--- config.mk ---
export PLATFORM = sky130hd
export DESIGN_NAME = fdb3_out
export DESIGN_NICKNAME = d
export VERILOG_FILES = /design/src/fdb3_out.sv
export SDC_FILE = /design/constraint.sdc
export NUM_CORES = 1
export LEC_CHECK = 0
export BUFFER_PORTS_ARGS = -buffer_cell sky130_fd_sc_hd__buf_2
export CORE_ASPECT_RATIO = 0.6
export CORE_MARGIN = 3
export CORE_UTILIZATION = 25
export CTS_CLUSTER_SIZE = 24
export DETAILED_ROUTE_END_ITERATION = 8
export GPL_TIMING_DRIVEN = 1
export REMOVE_ABC_BUFFERS = 1
export SKIP_LAST_GASP = 1
export SYNTH_ARGS = -nofsm -noshare
export SYNTH_HDL_FRONTEND = slang
export SYNTH_SLANG_ARGS = --single-unit
--- constraint.sdc ---
create_clock -name clk -period 0.93 [get_ports clk]
set_clock_uncertainty 0.15 [all_clocks]
set_input_delay 0 -clock clk [delete_from_list [all_inputs] [get_ports clk]]
set_output_delay 0 -clock clk [all_outputs]
set_load 0.01 [all_outputs]
--- src/fdb3_out.sv ---
// rounding, saturation and output register of the decimated stream
`timescale 1ns / 1ps
`default_nettype none
module fdb3_out #(
	parameter int SAMPLE_BITS = 24,
	parameter int COEF_BITS = 18,
	parameter int ACC_BITS = 48,
	parameter int DATA_BITS = 24
) (
	input  wire logic                       clk,
	input  wire logic                       arst_n,
	input  wire logic                       load,
	input  wire logic signed [ACC_BITS-1:0] sum,
	output logic                            m_tvalid,
	input  wire logic                       m_tready,
	output logic [DATA_BITS-1:0]            m_tdata
);

	localparam int FRAC = COEF_BITS - 1;
	localparam int SH_BITS = ACC_BITS + 1 - FRAC;
	localparam logic signed [SH_BITS-1:0] SAT_HI = SH_BITS'((64'sd1 <<< (SAMPLE_BITS - 1)) - 64'sd1);
	localparam logic signed [SH_BITS-1:0] SAT_LO = -SAT_HI - SH_BITS'(1);

	logic signed [ACC_BITS:0]  rounded;
	logic signed [ACC_BITS:0]  shifted;
	logic signed [SH_BITS-1:0] scaled;
	logic [SAMPLE_BITS-1:0]    sat_val;

	// round half up, then drop the fraction
	assign rounded = (ACC_BITS + 1)'(sum) + ((ACC_BITS + 1)'(1) <<< (FRAC - 1));
	assign shifted = rounded >>> FRAC;
	assign scaled = shifted[SH_BITS-1:0];

	always_comb begin
		priority if (scaled > SAT_HI) begin
			sat_val = SAT_HI[SAMPLE_BITS-1:0];
		end else if (scaled < SAT_LO) begin
			sat_val = SAT_LO[SAMPLE_BITS-1:0];
		end else begin
			sat_val = scaled[SAMPLE_BITS-1:0];
		end
	end

	always_ff @(posedge clk or negedge arst_n) begin
		if (!arst_n) begin
			m_tvalid <= 1'b0;
		end else if (load) begin
			m_tvalid <= 1'b1;
		end else if (m_tready) begin
			m_tvalid <= 1'b0;
		end
	end

	always_ff @(posedge clk) begin
		if (load) begin
			m_tdata <= DATA_BITS'(sat_val);
		end
	end

endmodule
`default_nettype wire

Yosys cells after proc, flatten, opt, wreduce, memory -nomap -nowiden
Index checks and enable logic that the tools add are counted.
{"block": "classes", "add_sub_neg": 1, "magnitude_cmp": 2, "mux": 3, "n_reduce_logical": 1}
{"cell": "48-bit by 18-bit adder with 49-bit output, second input constant", "count": 1}
{"cell": "32-bit by 24-bit > comparator with 1-bit output, second input constant", "count": 1}
{"cell": "32-bit by 24-bit < comparator with 1-bit output, second input constant", "count": 1}
{"cell": "24-bit 2-to-1 mux", "count": 1}
{"cell": "1-bit 2-to-1 mux", "count": 2}
{"cell": "2-bit nonzero test", "count": 1}
{"block": "totals", "ff_bits": 25, "inputBits": 52, "out_inout_bits": 25, "word_cells": 9}

Logic depth before layout (Yosys ltp)
{"block": "logic_depth", "ltp_word": 3, "ltp_mapped": 8, "ltp_nobuf": 6}

Worst setup path after synthesis
No wires, ideal clock.
{"block": "synth_timing", "path_kind": "input to register", "start": "input port sum[16]", "end": "register m_tdata[10] (data pin)", "setup_time_ps": 264, "t_arrival_ps": 1466, "required_time_ps": 516, "path_slack_ps": -950, "stages": 8, "path_buffers": 2, "path_cell_list": "ha_1 -> and3_4 -> buf_4 -> nand2_2 -> mux2_4 -> o31ai_4 -> buf_6 -> o21ai_2"}
{"block": "synth_via", "elab_chain_cells": 3, "word_cells_on_any_way": 4, "classes_between": "add/sub: 1; order compare: 2; mux: 1"}
{"item": "from (decl)", "line": "13", "rtl": "input wire logic signed [ACC_BITS-1:0] sum,"}
{"item": "48-bit by 18-bit adder with 49-bit output *", "line": "30", "rtl": "assign rounded = (ACC_BITS + 1)'(sum) + ((ACC_BITS + 1)'(1) <<< (FRAC - 1));"}
{"item": "32-bit by 24-bit < comparator with 1-bit output", "line": "37", "rtl": "end else if (scaled < SAT_LO) begin"}
{"item": "24-bit 2-to-1 mux", "line": "37"}
{"item": "to (signal assigned)", "line": "56", "rtl": "m_tdata <= DATA_BITS'(sat_val);"}
{"item": "to (decl)", "line": "16", "rtl": "output logic [DATA_BITS-1:0] m_tdata"}
Mark *: on every way between the ends. The rest lies on a longest branch, timed or not.
A chain may end at the register's enable or synchronous reset.

Worst setup path in the final report
{"block": "layout_timing", "start": "input port sum[25]", "end": "register m_tdata[11] (data pin)"}
The elaborated chain is that of the path after synthesis.

==> qor.yml <==
grt_max_degree: 26
io_pins: 77
port_buffers: 60
clkTransAtPathRegs_ps: 60
dpl.hpwl_mm: 3.89
leakage_nw: 1.14
floorplan.initialDensity: 0.272
num_vias: 1596
cts_tree: "done"
clock_path_buffers: 2
place.gp.congestion: 0.864
wirelength_mm: 4.72
syn_to_final_growth_pct: 58.8
fillers: 637
ys_seq_area_frac: 0.428
synth-xor-area-share: 0.121
dieArea_mm2: 0.00804
cts_buffers: 3
final_max_slew_viol_count: 0
grt_pass1_vias: 1557
drive_gt1_frac: 0.585
hold_viol: 1
fin_nets: 331
grt_use_total: 0.116
cp-start-kind: "input pin"
avgSynthCellArea_um2: 11.2
endpoint_kind: "register"
final_common_cell: "buf_2"
vdd_drop_max_v: 0.000562
critPathKind: "input pin to register"
final_cell_mix: "55 x buf_2, 52 x buf_4, 24 x edfxtp_1"
die_w_um: 114
die_h_um: 70.7
worstPathRequired_ps: 800
powerDensity_mw_per_mm2: 1140
netlist_instances: 155
drt_first_pass_iters: 4
htree_levels: 1
drt_iter0_drc: 53
slew_headroom: 0.736
hold_depth: 3
synth_top_family_by_area: "simple AND/OR/NAND/NOR gates"
synth_cell_types: 40
setup_violations: 27
clock_sink_count: 25
synth-warning-count: 0
setup_tns_ps: -19450
antennaDiodeCount: 0
worst_slack_ps: -826
coreArea_mm2: 0.00641
synth-seq-cells: 25
path_max_fanout: 6
worst_r2r_path_depth: 1
timing.hold.ws_ps: -31.5
drc_errors: 0
synth_fa_ha_area_frac: 0.00718
synth_compound_area_frac: 0.154
violations: "negative hold slack, negative setup slack"
rows: 22
status: "finished with violations"
wire_per_inst_um: 13.1
synth-simple-area-share: 0.228
grt_pass1_wl_mm: 7.48
synthMuxAreaShare: 0.0266
hp-class: "input pin to register"
clk_latency_ps: 260
finalPower_mw: 3.15
finalCritPeriodShare: 1.89
antenna_found_initial: 0
critPathArrivalTime_ps: 1620
cap_violations: 0
cts_hold_buf: 3
rsz0062_at_grt: "yes"
grt_overflow: 0
postRouteAntennaNets: 0
cts_root_buf: "clkbuf_16"
syn_area_mm2: 0.00174
via_per_inst: 4.42
finalCriticalPeriod_ps: 1760
worst_slew_pin_slew_ps: 393
max_freq_mhz: 569
==> power by group <==
group / internal (mW) / switching (mW) / total, mW
clock network: 0.584 / 0.402 / 0.986
logic: 0.401 / 0.390 / 0.791
registers: 1.34 / 0.0245 / 1.37
total: 2.33 / 0.816 / 3.15
==> repair_timing <==
item,4_1_cts,5_1_grt
setup endpoints to repair,35,45
gates resized for setup,15,4
buffers inserted,4,1
endpoints found under the hold margin,3,1
pin swaps,6,4
gates cloned,1,0
==> area by class of cell <==
cell class / instances / area [um^2] / area share
multi-input cells: 122 / 960 / 0.347
repair buffers: 123 / 863 / 0.312
flip-flops and latches: 25 / 746 / 0.269
clock inverters: 1 / 7.51 / 0.00271
inverters: 3 / 11.3 / 0.00407
well taps: 84 / 105 / 0.0380
clock buffers: 3 / 75.1 / 0.0271
==> registers in the layout, summed over array words and instances, names as in the netlist <==
register and count:
m_tdata 24, m_tvalid 1
==> critical path, stage by stage <==
cell     delay [ps]
buf_6            70
nand4_1         160
nor4_4          340
buf_4           170
nand2_2          50
mux2_4          300
o31ai_4         170
buf_6           160
buf_6           130
o21ai_2          50
==> cells in the mapped netlist (all sizes together) <==
library cell / number / area, um^2
nand2: 13 / 51.3
xnor2: 9 / 78.8
and2: 4 / 25.0
or2: 1 / 6.26
nand3: 12 / 60.1
a21o: 1 / 7.51
mux2i: 2 / 20.0
edfxtp: 24 / 721
nor4: 5 / 52.6
nor2b: 1 / 6.26
buf: 5 / 52.6
a41o: 1 / 10.0
o21ai: 19 / 163
nand2b: 2 / 12.5
nand4: 8 / 86.3
mux2: 2 / 26.3
a22o: 1 / 8.76
inv: 3 / 11.3
xor2: 15 / 131
and3: 3 / 23.8
o21a: 1 / 7.51
nor3: 6 / 30.0
a21oi: 7 / 50.0
and4: 2 / 20.0
o31ai: 1 / 21.3
nor2: 4 / 15.0
ha: 1 / 12.5
or4: 1 / 7.51
dfrtp: 1 / 25.0
==> routing by layer <==
| layer | GRT usage | routed length (um) | part of all wire | up-vias |
|---|---|---|---|---|
| met5 | 0 | 0 | 0 | - |
| met4 | 0.0343 | 45 | 0.0095 | 0 |
| met3 | 0.0248 | 300 | 0.064 | 4 |
| met2 | 0.184 | 2060 | 0.44 | 50 |
| met1 | 0.161 | 2320 | 0.49 | 716 |
| li1 | - | - | - | 826 |
==> final timing paths <==
path	from	endpoint	slack, ps
setup / recovery	sum[25]	m_tdata[11]	-830
hold / removal	sum[23]	m_tdata[6]	-30
setup reg to reg	m_tvalid	m_tvalid	120
hold reg to reg	m_tvalid	m_tvalid	340
max in group asynchronous	arst_n	m_tvalid	110
min in group asynchronous	arst_n	m_tvalid	420
==> kinds of logic after synthesis <==
family | Yosys count
flops | 25
xor+xnor | 24
buf+inv | 8
simple gates | 62
compound gates | 31
mux | 4
fa+ha+maj | 1
==> through the flow <==
stage	cell area (um^2)	setup slack, ps	util	std cells
2_1_floorplan	1690	-1420	-	150
3_3_place_gp	2530	-1150	0.395	349
3_5_place_dp	2530	-1190	0.395	349
4_1_cts	2750	-831	0.429	361
5_1_grt	2770	-919	0.432	361
6_report	2770	-826	0.432	361
Note: power is estimated with default switching activity, not from simulation.
