`config.mk`:
```
export PLATFORM = sky130hd
export DESIGN_NAME = fdb3_cell
export DESIGN_NICKNAME = d
export VERILOG_FILES = /design/src/fdb3_cell.sv
export SDC_FILE = /design/constraint.sdc
export NUM_CORES = 1
export LEC_CHECK = 0
export BUFFER_PORTS_ARGS = -buffer_cell sky130_fd_sc_hd__buf_2
export CAP_MARGIN = 20
export CORE_ASPECT_RATIO = 0.6
export CORE_MARGIN = 4
export CORE_UTILIZATION = 25
export CTS_BUF_LIST = sky130_fd_sc_hd__clkbuf_16
export DETAILED_ROUTE_END_ITERATION = 8
export GPL_ROUTABILITY_DRIVEN = 0
export HOLD_SLACK_MARGIN = 0.06
export PLACE_DENSITY = 0.53
export SLEW_MARGIN = 40
export SYNTH_ARGS = -nofsm -noshare
export SYNTH_HDL_FRONTEND = slang
export SYNTH_SLANG_ARGS = --single-unit
export TNS_END_PERCENT = 10
```
`constraint.sdc`:
```
create_clock -name clk -period 0.9 [get_ports clk]
set_clock_uncertainty 0.05 [all_clocks]
set_input_delay 0.18 -clock clk [delete_from_list [all_inputs] [get_ports clk]]
set_output_delay 0.18 -clock clk [all_outputs]
set_load 0.02 [all_outputs]
```
`src/fdb3_cell.sv`:
```
// one tap of the transposed fir chain: multiply the new sample and add the neighbor's sum
`timescale 1ns / 1ps
`default_nettype none
module fdb3_cell #(
	parameter int SAMPLE_BITS = 24,
	parameter int COEF_BITS = 18,
	parameter int ACC_BITS = 48,
	parameter logic signed [COEF_BITS-1:0] COEF = '0
) (
	input  wire logic                       clk,
	input  wire logic                       arst_n,
	input  wire logic                       shift_en,
	input  wire logic signed [SAMPLE_BITS-1:0] x,
	input  wire logic signed [ACC_BITS-1:0]    sum_in,
	output logic signed [ACC_BITS-1:0]         sum_q
);

	logic signed [SAMPLE_BITS+COEF_BITS-1:0] prod;

	assign prod = x * COEF;

	always_ff @(posedge clk or negedge arst_n) begin
		if (!arst_n) begin
			sum_q <= '0;
		end else if (shift_en) begin
			sum_q <= sum_in + ACC_BITS'(prod);
		end
	end

endmodule
`default_nettype wire

```
== Yosys cells after proc, flatten, opt, wreduce, memory -nomap -nowiden ==
Cells that the tools add are included.

* Output and inout port bits: 48
* Bits in registers: 48
* Input bits: 75
* Bits in read-only memories: 0
* RAM bits: 0
* Bits in latches: 0
* Memories kept: 0
* Word-level logic and storage cells: 1

* Shift operators: 0
* Equal/unequal tests: 0
* Div/mod/pow operators: 0
* Reduce and logical (&&, ||, !) cells: 0
* Bitwise logic cells: 0
* Add/subtract/negate cells: 0
* Magnitude comparators: 0
* Multipliers: 0
* Multiplexer cells: 0

== Logic depth before layout (Yosys ltp) ==
Gate-level depths: netlist of the first run.

* Word-level depth: 0
* Depth in mapped cells: 3
* Mapped depth without buffers: 1

== Least setup slack after synthesis of the first run ==
No wires, ideal clock.

* Path type: input to register
* From: input shift_en
* To: register sum_q[26]
* Setup slack: -0.033 ns
* Arrival: 0.758 ns
* Required time: 0.725 ns
* Buffers on the path: 2
* Cell stages on the path: 3
* Setup time: 0.125 ns
* Cell sequence: buf_6 > buf_6 > mux2_4

{| class="wikitable"
|+ RTL lines
! what !! line !! text
|-
| start, declared || 12 || <nowiki>input wire logic shift_en,</nowiki>
|-
| end signal, assigned || 26 || <nowiki>sum_q <= sum_in + ACC_BITS'(prod);</nowiki>
|-
| end, declared || 15 || <nowiki>output logic signed [ACC_BITS-1:0] sum_q</nowiki>
|}

No word-level cell between the ends.

== Worst setup path in the final report of the first run ==
* From: register sum_q[11]
* To: output sum_q[11]

No word-level cell between the ends.

==> run_summary.xml, run 1 <==
<?xml version="1.0" encoding="UTF-8"?>
<metrics>
  <group name="floorplan">
    <metric name="chipWidth" unit="um">119.4</metric>
    <metric name="ios" unit="">123</metric>
    <metric name="start_util" unit="%">25.71</metric>
    <metric name="coreArea" unit="sq um">7237</metric>
    <metric name="placement_rows" unit="">24</metric>
    <metric name="die_h" unit="um">74.83</metric>
    <metric name="dieArea" unit="sq um">8932</metric>
  </group>
  <group name="final_layout">
    <metric name="layout.cells.most_common_list" unit="">buf_2 (79), dfrtp_1 (48), mux2_2 (28)</metric>
    <metric name="top_register" unit="">sum_q</metric>
    <metric name="layout_cell_share_with_drive_strength_beyond_1" unit="%">75.48</metric>
    <metric name="most_common_cell_after_layout_fill_and_taps_aside" unit="">buf_2</metric>
    <metric name="area_growth_synth_to_finish" unit="%">50.50</metric>
    <metric name="filler_cell_count" unit="">700</metric>
    <metric name="post_route_design_area" unit="sq um">2800</metric>
    <metric name="largest_register_ffs" unit="">48</metric>
    <metric name="largestRegisters" unit="">sum_q (48)</metric>
    <metric name="finalNetCount" unit="">282</metric>
    <metric name="n_antenna_cell" unit="">0</metric>
  </group>
  <group name="routing">
    <metric name="postRouteWirelength" unit="um">3960</metric>
    <metric name="detail_route.vias_per_cell" unit="">3.837</metric>
    <metric name="dr_total_vias" unit="">1197</metric>
    <metric name="route.detailed.wl_per_inst" unit="um">12.69</metric>
    <metric name="remaining_antenna_violation_count" unit="">0</metric>
    <metric name="drt-pass1-iter-count" unit="">2</metric>
    <metric name="first_iter_violations" unit="">31</metric>
    <metric name="post-route-drc-count" unit="">0</metric>
  </group>
  <group name="placement">
    <metric name="dp.final_hpwl" unit="um">2975</metric>
    <metric name="detailed_place.area" unit="sq um">2505</metric>
    <metric name="number_of_buffers_inserted_by_port_buffering" unit="">98</metric>
  </group>
  <group name="min_path">
    <metric name="min_path_type" unit="">primary input to flip-flop</metric>
  </group>
  <group name="setup_path">
    <metric name="cp_data_arrival_time" unit="ns">0.83</metric>
    <metric name="cp.buffers_inverters" unit="">1</metric>
    <metric name="crit_path_max_incr_delay" unit="ns">0.38</metric>
    <metric name="crit_path_cell_trace" unit="">buf_2</metric>
    <metric name="critical_path.max_fanout" unit="">2</metric>
    <metric name="worstSetupPathType" unit="">flip-flop to output pin</metric>
    <metric name="start_kind" unit="">flip-flop</metric>
    <metric name="critical_path_required" unit="ns">0.67</metric>
    <metric name="critical-path-slowest-cell" unit="">dfrtp_1</metric>
    <metric name="worst-r2r-setup-slack" unit="ns">-0.02</metric>
    <metric name="critPathTopFamily" unit="">flip-flops</metric>
    <metric name="timing.critical_path.to_type" unit="">output pin</metric>
  </group>
  <group name="clock_network">
    <metric name="root_buffer" unit="">clkbuf_16</metric>
    <metric name="cts_htree_levels" unit="">2</metric>
    <metric name="clk_transition_reported_paths" unit="ns">0.06</metric>
    <metric name="clockBufferDepth" unit="">2</metric>
    <metric name="clkLatencyLatePin" unit="ns">0.28</metric>
    <metric name="tritoncts" unit="">done</metric>
    <metric name="cts_num_sinks" unit="">48</metric>
    <metric name="cts-buffers-inserted" unit="">5</metric>
  </group>
  <group name="pwr">
    <metric name="power.sequential.fraction" unit="%">43.9</metric>
    <metric name="pwr_density_cell" unit="nW/um^2">2029</metric>
    <metric name="cell_internal_pwr" unit="mW">4.263</metric>
    <metric name="vdd_drop_max" unit="mV">0.7173</metric>
    <metric name="power_switching" unit="mW">1.419</metric>
    <metric name="share_clk_of_total_power" unit="%">36.0</metric>
    <metric name="comb_power_share" unit="%">20.1</metric>
    <metric name="leakagePower" unit="nW">1.382</metric>
    <metric name="power_switching_share" unit="%">24.97</metric>
  </group>
  <group name="global_route">
    <metric name="antenna_found_initial" unit="">0</metric>
    <metric name="maximum_number_of_pins_on_one_net_before_global_route_repair" unit="">30</metric>
    <metric name="grt_pass1_wl" unit="um">6258</metric>
    <metric name="grt_pass1_vias" unit="">1300</metric>
    <metric name="gr-total-overflow" unit="">0</metric>
    <metric name="globalRouteTotalUtil" unit="%">9.058</metric>
  </group>
  <group name="synth">
    <metric name="synthCells" unit="">101</metric>
    <metric name="post_synth.cell_area_avg" unit="sq um">18.42</metric>
    <metric name="synth_nets" unit="">176</metric>
    <metric name="seq_area_frac_synth" unit="%">64.56</metric>
    <metric name="synth-seq-cells" unit="">48</metric>
    <metric name="synthesis.area" unit="sq um">1861</metric>
    <metric name="synth_cell_type_count" unit="">5</metric>
    <metric name="yosysWarnings" unit="">0</metric>
  </group>
  <group name="job">
    <metric name="number_of_max_cap_violations" unit="">0</metric>
  </group>
  <group name="sta">
    <metric name="finalSetupViolCount" unit="">49</metric>
    <metric name="rsz0062_at_grt" unit="">true</metric>
    <metric name="relSlewSlack" unit="%">81.61</metric>
    <metric name="tightest_slew" unit="ns">0.2758</metric>
    <metric name="finalHoldViolations" unit="">0</metric>
    <metric name="final_min_period_over_clock_period" unit="%">117.6</metric>
    <metric name="final.min_clock_period" unit="ns">1.058</metric>
    <metric name="hold_slack" unit="ns">0.07165</metric>
    <metric name="finalMaxSlewViolations" unit="">0</metric>
    <metric name="final_critical_path_setup_slack" unit="ns">-0.1583</metric>
    <metric name="max_clock_freq" unit="MHz">944.9</metric>
  </group>
  <group name="outcome">
    <metric name="failed_checks" unit="">negative setup slack</metric>
    <metric name="run_status" unit="">finished with violations</metric>
  </group>
</metrics>
-- power by group through the flow --
stage	registers [mW]	clock network [mW]	logic (mW)
after floorplan	2.79	0	0.339
after global placement	2.51	0	1.04
after detailed placement	2.51	0	1.05
after CTS	2.49	2.14	1.11
after global routing	2.53	2.22	1.22
final	2.50	2.04	1.14
-- through the flow --
stage,std cells,setup TNS [ns],utilization [%],setup WS [ns],total power [mW]
2_1_floorplan,101,-0.003850,-,-0.0001925,3.131
3_3_place_gp,302,-6.896,34.61,-0.1899,3.557
3_5_place_dp,302,-7.075,34.61,-0.2005,3.565
4_1_cts,312,-7.723,37.91,-0.1701,5.742
5_1_grt,312,-8.641,38.69,-0.1908,5.966
6_report,312,-6.909,38.69,-0.1583,5.682
-- cells by family after synthesis --
group / count (synthesis) / share of synthesized area [%]
flops: 48 / 64.56
mux: 48 / 33.09
buf+inv: 5 / 2.354
-- cell usage after synthesis --
master	n	share of area [%]
buf_6	3	1.8
dfrtp_1	48	65
mux2_4	20	16
mux2_2	28	17
buf_2	2	0.54
-- metal layers --
metal / track usage, % / part of all wire, % / up-vias
met5: 0 / 0 / -
met4: 2.665 / 0.68 / 0
met3: 5.781 / 13 / 5
met2: 13.26 / 40 / 63
met1: 11.14 / 47 / 565
li1: - / - / 564
-- final cells by class --
cell class	instances	area, sq um	share of cell area (%)
Clock inverter	3	37.54	1.340
Timing Repair Buffer	104	690.7	24.66
Multi-Input combinational cell	48	615.6	21.98
Clock buffer	5	125.1	4.468
Sequential cell	48	1201	42.90
Tap cell	104	130.1	4.647
-- worst paths after layout --
| kind | start | endpoint | cells after the start |
|---|---|---|---|
| max in group asynchronous | arst_n | sum_q[29] | 3 |
| setup / recovery | sum_q[11] | sum_q[11] | 1 |
| hold / removal | sum_in[27] | sum_q[27] | 2 |
| min in group asynchronous | arst_n | sum_q[37] | 3 |
| hold reg to reg | sum_q[16] | sum_q[16] | 1 |
| setup reg to reg | sum_q[30] | sum_q[30] | 2 |
-- repair_timing --
item	in CTS	in global routing
endpoints found under the setup margin	48	49
buffers inserted	1	0
resized for setup	19	18
endpoints found under the hold margin	48	0
pin swaps	0	0
hold buffers	1	0
Note: power is estimated with default switching activity, not from simulation.
==> inputs of run 2 (changes only) <==
- CORE_UTILIZATION: 25 -> 41
- PLACE_DENSITY: 0.53 -> 0.8
==> run 2 against run 1 <==
  * The run still ends with negative setup slack left
  * Combinational power increased by 7%
  * Total power rose by 0.87%
  * Register-to-register slack worse by 0.04 ns
  * Final cell count decreased by 11%
  * Critical path type unchanged
==> run_summary.xml, run 2 (synthesized netlist as in run 1, its figures left out) <==
<?xml version="1.0" encoding="UTF-8"?>
<metrics>
  <group name="final_layout">
    <metric name="most_common_cell_after_layout_fill_and_taps_aside" unit="">buf_2</metric>
    <metric name="stdcell_count" unit="">279</metric>
    <metric name="layout.cells.most_common_list" unit="">buf_2 (77), dfrtp_1 (48), mux2_2 (28)</metric>
    <metric name="area_growth_synth_to_finish" unit="%">52.12</metric>
    <metric name="layout_cell_share_with_drive_strength_beyond_1" unit="%">77.17</metric>
    <metric name="n_antenna_cell" unit="">0</metric>
    <metric name="finalNetCount" unit="">293</metric>
    <metric name="largest_register_ffs" unit="">48</metric>
    <metric name="filler_cell_count" unit="">326</metric>
    <metric name="post_route_design_area" unit="sq um">2830</metric>
    <metric name="top_register" unit="">sum_q</metric>
    <metric name="largestRegisters" unit="">sum_q (48)</metric>
  </group>
  <group name="clock_network">
    <metric name="cts_htree_levels" unit="">2</metric>
    <metric name="root_buffer" unit="">clkbuf_16</metric>
    <metric name="clk_transition_reported_paths" unit="ns">0.06</metric>
    <metric name="cts_num_sinks" unit="">48</metric>
    <metric name="tritoncts" unit="">done</metric>
    <metric name="clkLatencyLatePin" unit="ns">0.28</metric>
    <metric name="clockBufferDepth" unit="">2</metric>
    <metric name="cts-buffers-inserted" unit="">5</metric>
  </group>
  <group name="routing">
    <metric name="post-route-drc-count" unit="">0</metric>
    <metric name="drt-pass1-iter-count" unit="">2</metric>
    <metric name="first_iter_violations" unit="">9</metric>
    <metric name="dr_total_vias" unit="">1237</metric>
    <metric name="postRouteWirelength" unit="um">4003</metric>
    <metric name="route.detailed.wl_per_inst" unit="um">14.35</metric>
    <metric name="remaining_antenna_violation_count" unit="">0</metric>
    <metric name="detail_route.vias_per_cell" unit="">4.434</metric>
  </group>
  <group name="floorplan">
    <metric name="placement_rows" unit="">18</metric>
    <metric name="start_util" unit="%">43.94</metric>
    <metric name="ios" unit="">123</metric>
    <metric name="die_h" unit="um">60.18</metric>
    <metric name="chipWidth" unit="um">94.97</metric>
    <metric name="dieArea" unit="sq um">5715</metric>
    <metric name="coreArea" unit="sq um">4234</metric>
  </group>
  <group name="sta">
    <metric name="final.min_clock_period" unit="ns">1.052</metric>
    <metric name="rsz0062_at_grt" unit="">true</metric>
    <metric name="finalHoldViolations" unit="">0</metric>
    <metric name="max_clock_freq" unit="MHz">950.9</metric>
    <metric name="final_min_period_over_clock_period" unit="%">116.9</metric>
    <metric name="finalSetupViolCount" unit="">60</metric>
    <metric name="relSlewSlack" unit="%">83.20</metric>
    <metric name="finalMaxSlewViolations" unit="">0</metric>
    <metric name="final_critical_path_setup_slack" unit="ns">-0.1517</metric>
    <metric name="tightest_slew" unit="ns">0.2520</metric>
  </group>
  <group name="setup_path">
    <metric name="worst-r2r-setup-slack" unit="ns">-0.06</metric>
    <metric name="timing.critical_path.to_type" unit="">output pin</metric>
    <metric name="critical-path-slowest-cell" unit="">dfrtp_1</metric>
    <metric name="cp.buffers_inverters" unit="">1</metric>
    <metric name="worstSetupPathType" unit="">flip-flop to output pin</metric>
    <metric name="worstSetupStartpoint" unit="">sum_q[8]</metric>
    <metric name="reg2reg_from" unit="">sum_q[36]</metric>
    <metric name="critical_path.max_fanout" unit="">2</metric>
    <metric name="crit_path_cell_trace" unit="">buf_4</metric>
    <metric name="crit_path_max_incr_delay" unit="ns">0.38</metric>
    <metric name="cp_data_arrival_time" unit="ns">0.82</metric>
    <metric name="critical_path_required" unit="ns">0.67</metric>
    <metric name="critPathTopFamily" unit="">flip-flops</metric>
    <metric name="start_kind" unit="">flip-flop</metric>
  </group>
  <group name="min_path">
    <metric name="min_from" unit="">sum_in[34]</metric>
    <metric name="min_path_type" unit="">primary input to flip-flop</metric>
  </group>
  <group name="placement">
    <metric name="number_of_buffers_inserted_by_port_buffering" unit="">98</metric>
    <metric name="dpl.cell_count" unit="">258</metric>
    <metric name="detailed_place.area" unit="sq um">2450</metric>
    <metric name="dp.final_hpwl" unit="um">2894</metric>
  </group>
  <group name="outcome">
    <metric name="run_status" unit="">finished with violations</metric>
    <metric name="failed_checks" unit="">negative setup slack</metric>
  </group>
  <group name="global_route">
    <metric name="globalRouteTotalUtil" unit="%">14.43</metric>
    <metric name="grt_pass1_vias" unit="">1366</metric>
    <metric name="gr-total-overflow" unit="">0</metric>
    <metric name="antenna_found_initial" unit="">0</metric>
    <metric name="maximum_number_of_pins_on_one_net_before_global_route_repair" unit="">49</metric>
    <metric name="grt_pass1_wl" unit="um">6196</metric>
  </group>
  <group name="pwr">
    <metric name="leakagePower" unit="nW">1.441</metric>
    <metric name="pwr_density_cell" unit="nW/um^2">2025</metric>
    <metric name="vdd_drop_max" unit="mV">1.228</metric>
  </group>
  <group name="job">
    <metric name="number_of_max_cap_violations" unit="">0</metric>
  </group>
</metrics>
run 2: area by class of cell:
type	instances	area [sq um]	area share [%]
clock buffer	5	125.1	4.421
clock inverter	3	38.79	1.370
multi-input combinational	48	615.6	21.75
sequential	48	1201	42.44
tap	60	75.07	2.653
timing repair buffer	115	774.5	27.37
run 2: power breakdown:
group / switching (mW) / internal [mW] / total [mW]
Clock: 0.718 / 1.29 / 2.01
Sequential: 0.128 / 2.38 / 2.50
Combinational: 0.559 / 0.657 / 1.22
Total: 1.41 / 4.33 / 5.73
run 2: final timing paths:
path                        endpoint  cells past startpoint
hold reg to reg            sum_q[14]                      1
hold / removal             sum_q[34]                      2
setup / recovery            sum_q[8]                      1
max in group asynchronous  sum_q[46]                      3
setup reg to reg           sum_q[36]                      2
min in group asynchronous  sum_q[15]                      3
run 2: per-stage QoR:
| step | total power, mW | util [%] | hold WS [ns] | setup TNS, ns | setup slack [ns] |
|---|---|---|---|---|---|
| floorplan | 3.131 | - | -0.1656 | -0.003850 | -0.0001925 |
| global placement | 3.541 | 57.86 | 0.1290 | -5.951 | -0.1655 |
| detailed placement | 3.569 | 57.86 | 0.1329 | -6.485 | -0.1801 |
| CTS | 5.744 | 65.40 | 0.07234 | -7.557 | -0.1575 |
| global route | 5.987 | 66.84 | 0.07575 | -8.855 | -0.1800 |
| finish | 5.731 | 66.84 | 0.07836 | -7.274 | -0.1517 |
run 2: metal layers:
metal	wire length [um]	vias up	GRT usage [%]	part of all wire, %
li1	-	589	-	-
met1	1668	590	16.96	42
met2	1932	53	24.85	48
met3	372	5	5.912	9.3
met4	29	0	3.696	0.72
met5	0	-	0	0
run 2: repair_timing:
| action | 4_1_cts | 5_1_grt |
|---|---|---|
| setup buffers | 9 | 3 |
| endpoints found under the setup margin | 48 | 57 |
| cloned | 0 | 0 |
| hold buffers | 1 | 0 |
| endpoints found under the hold margin | 48 | 0 |
| resized for setup | 26 | 12 |
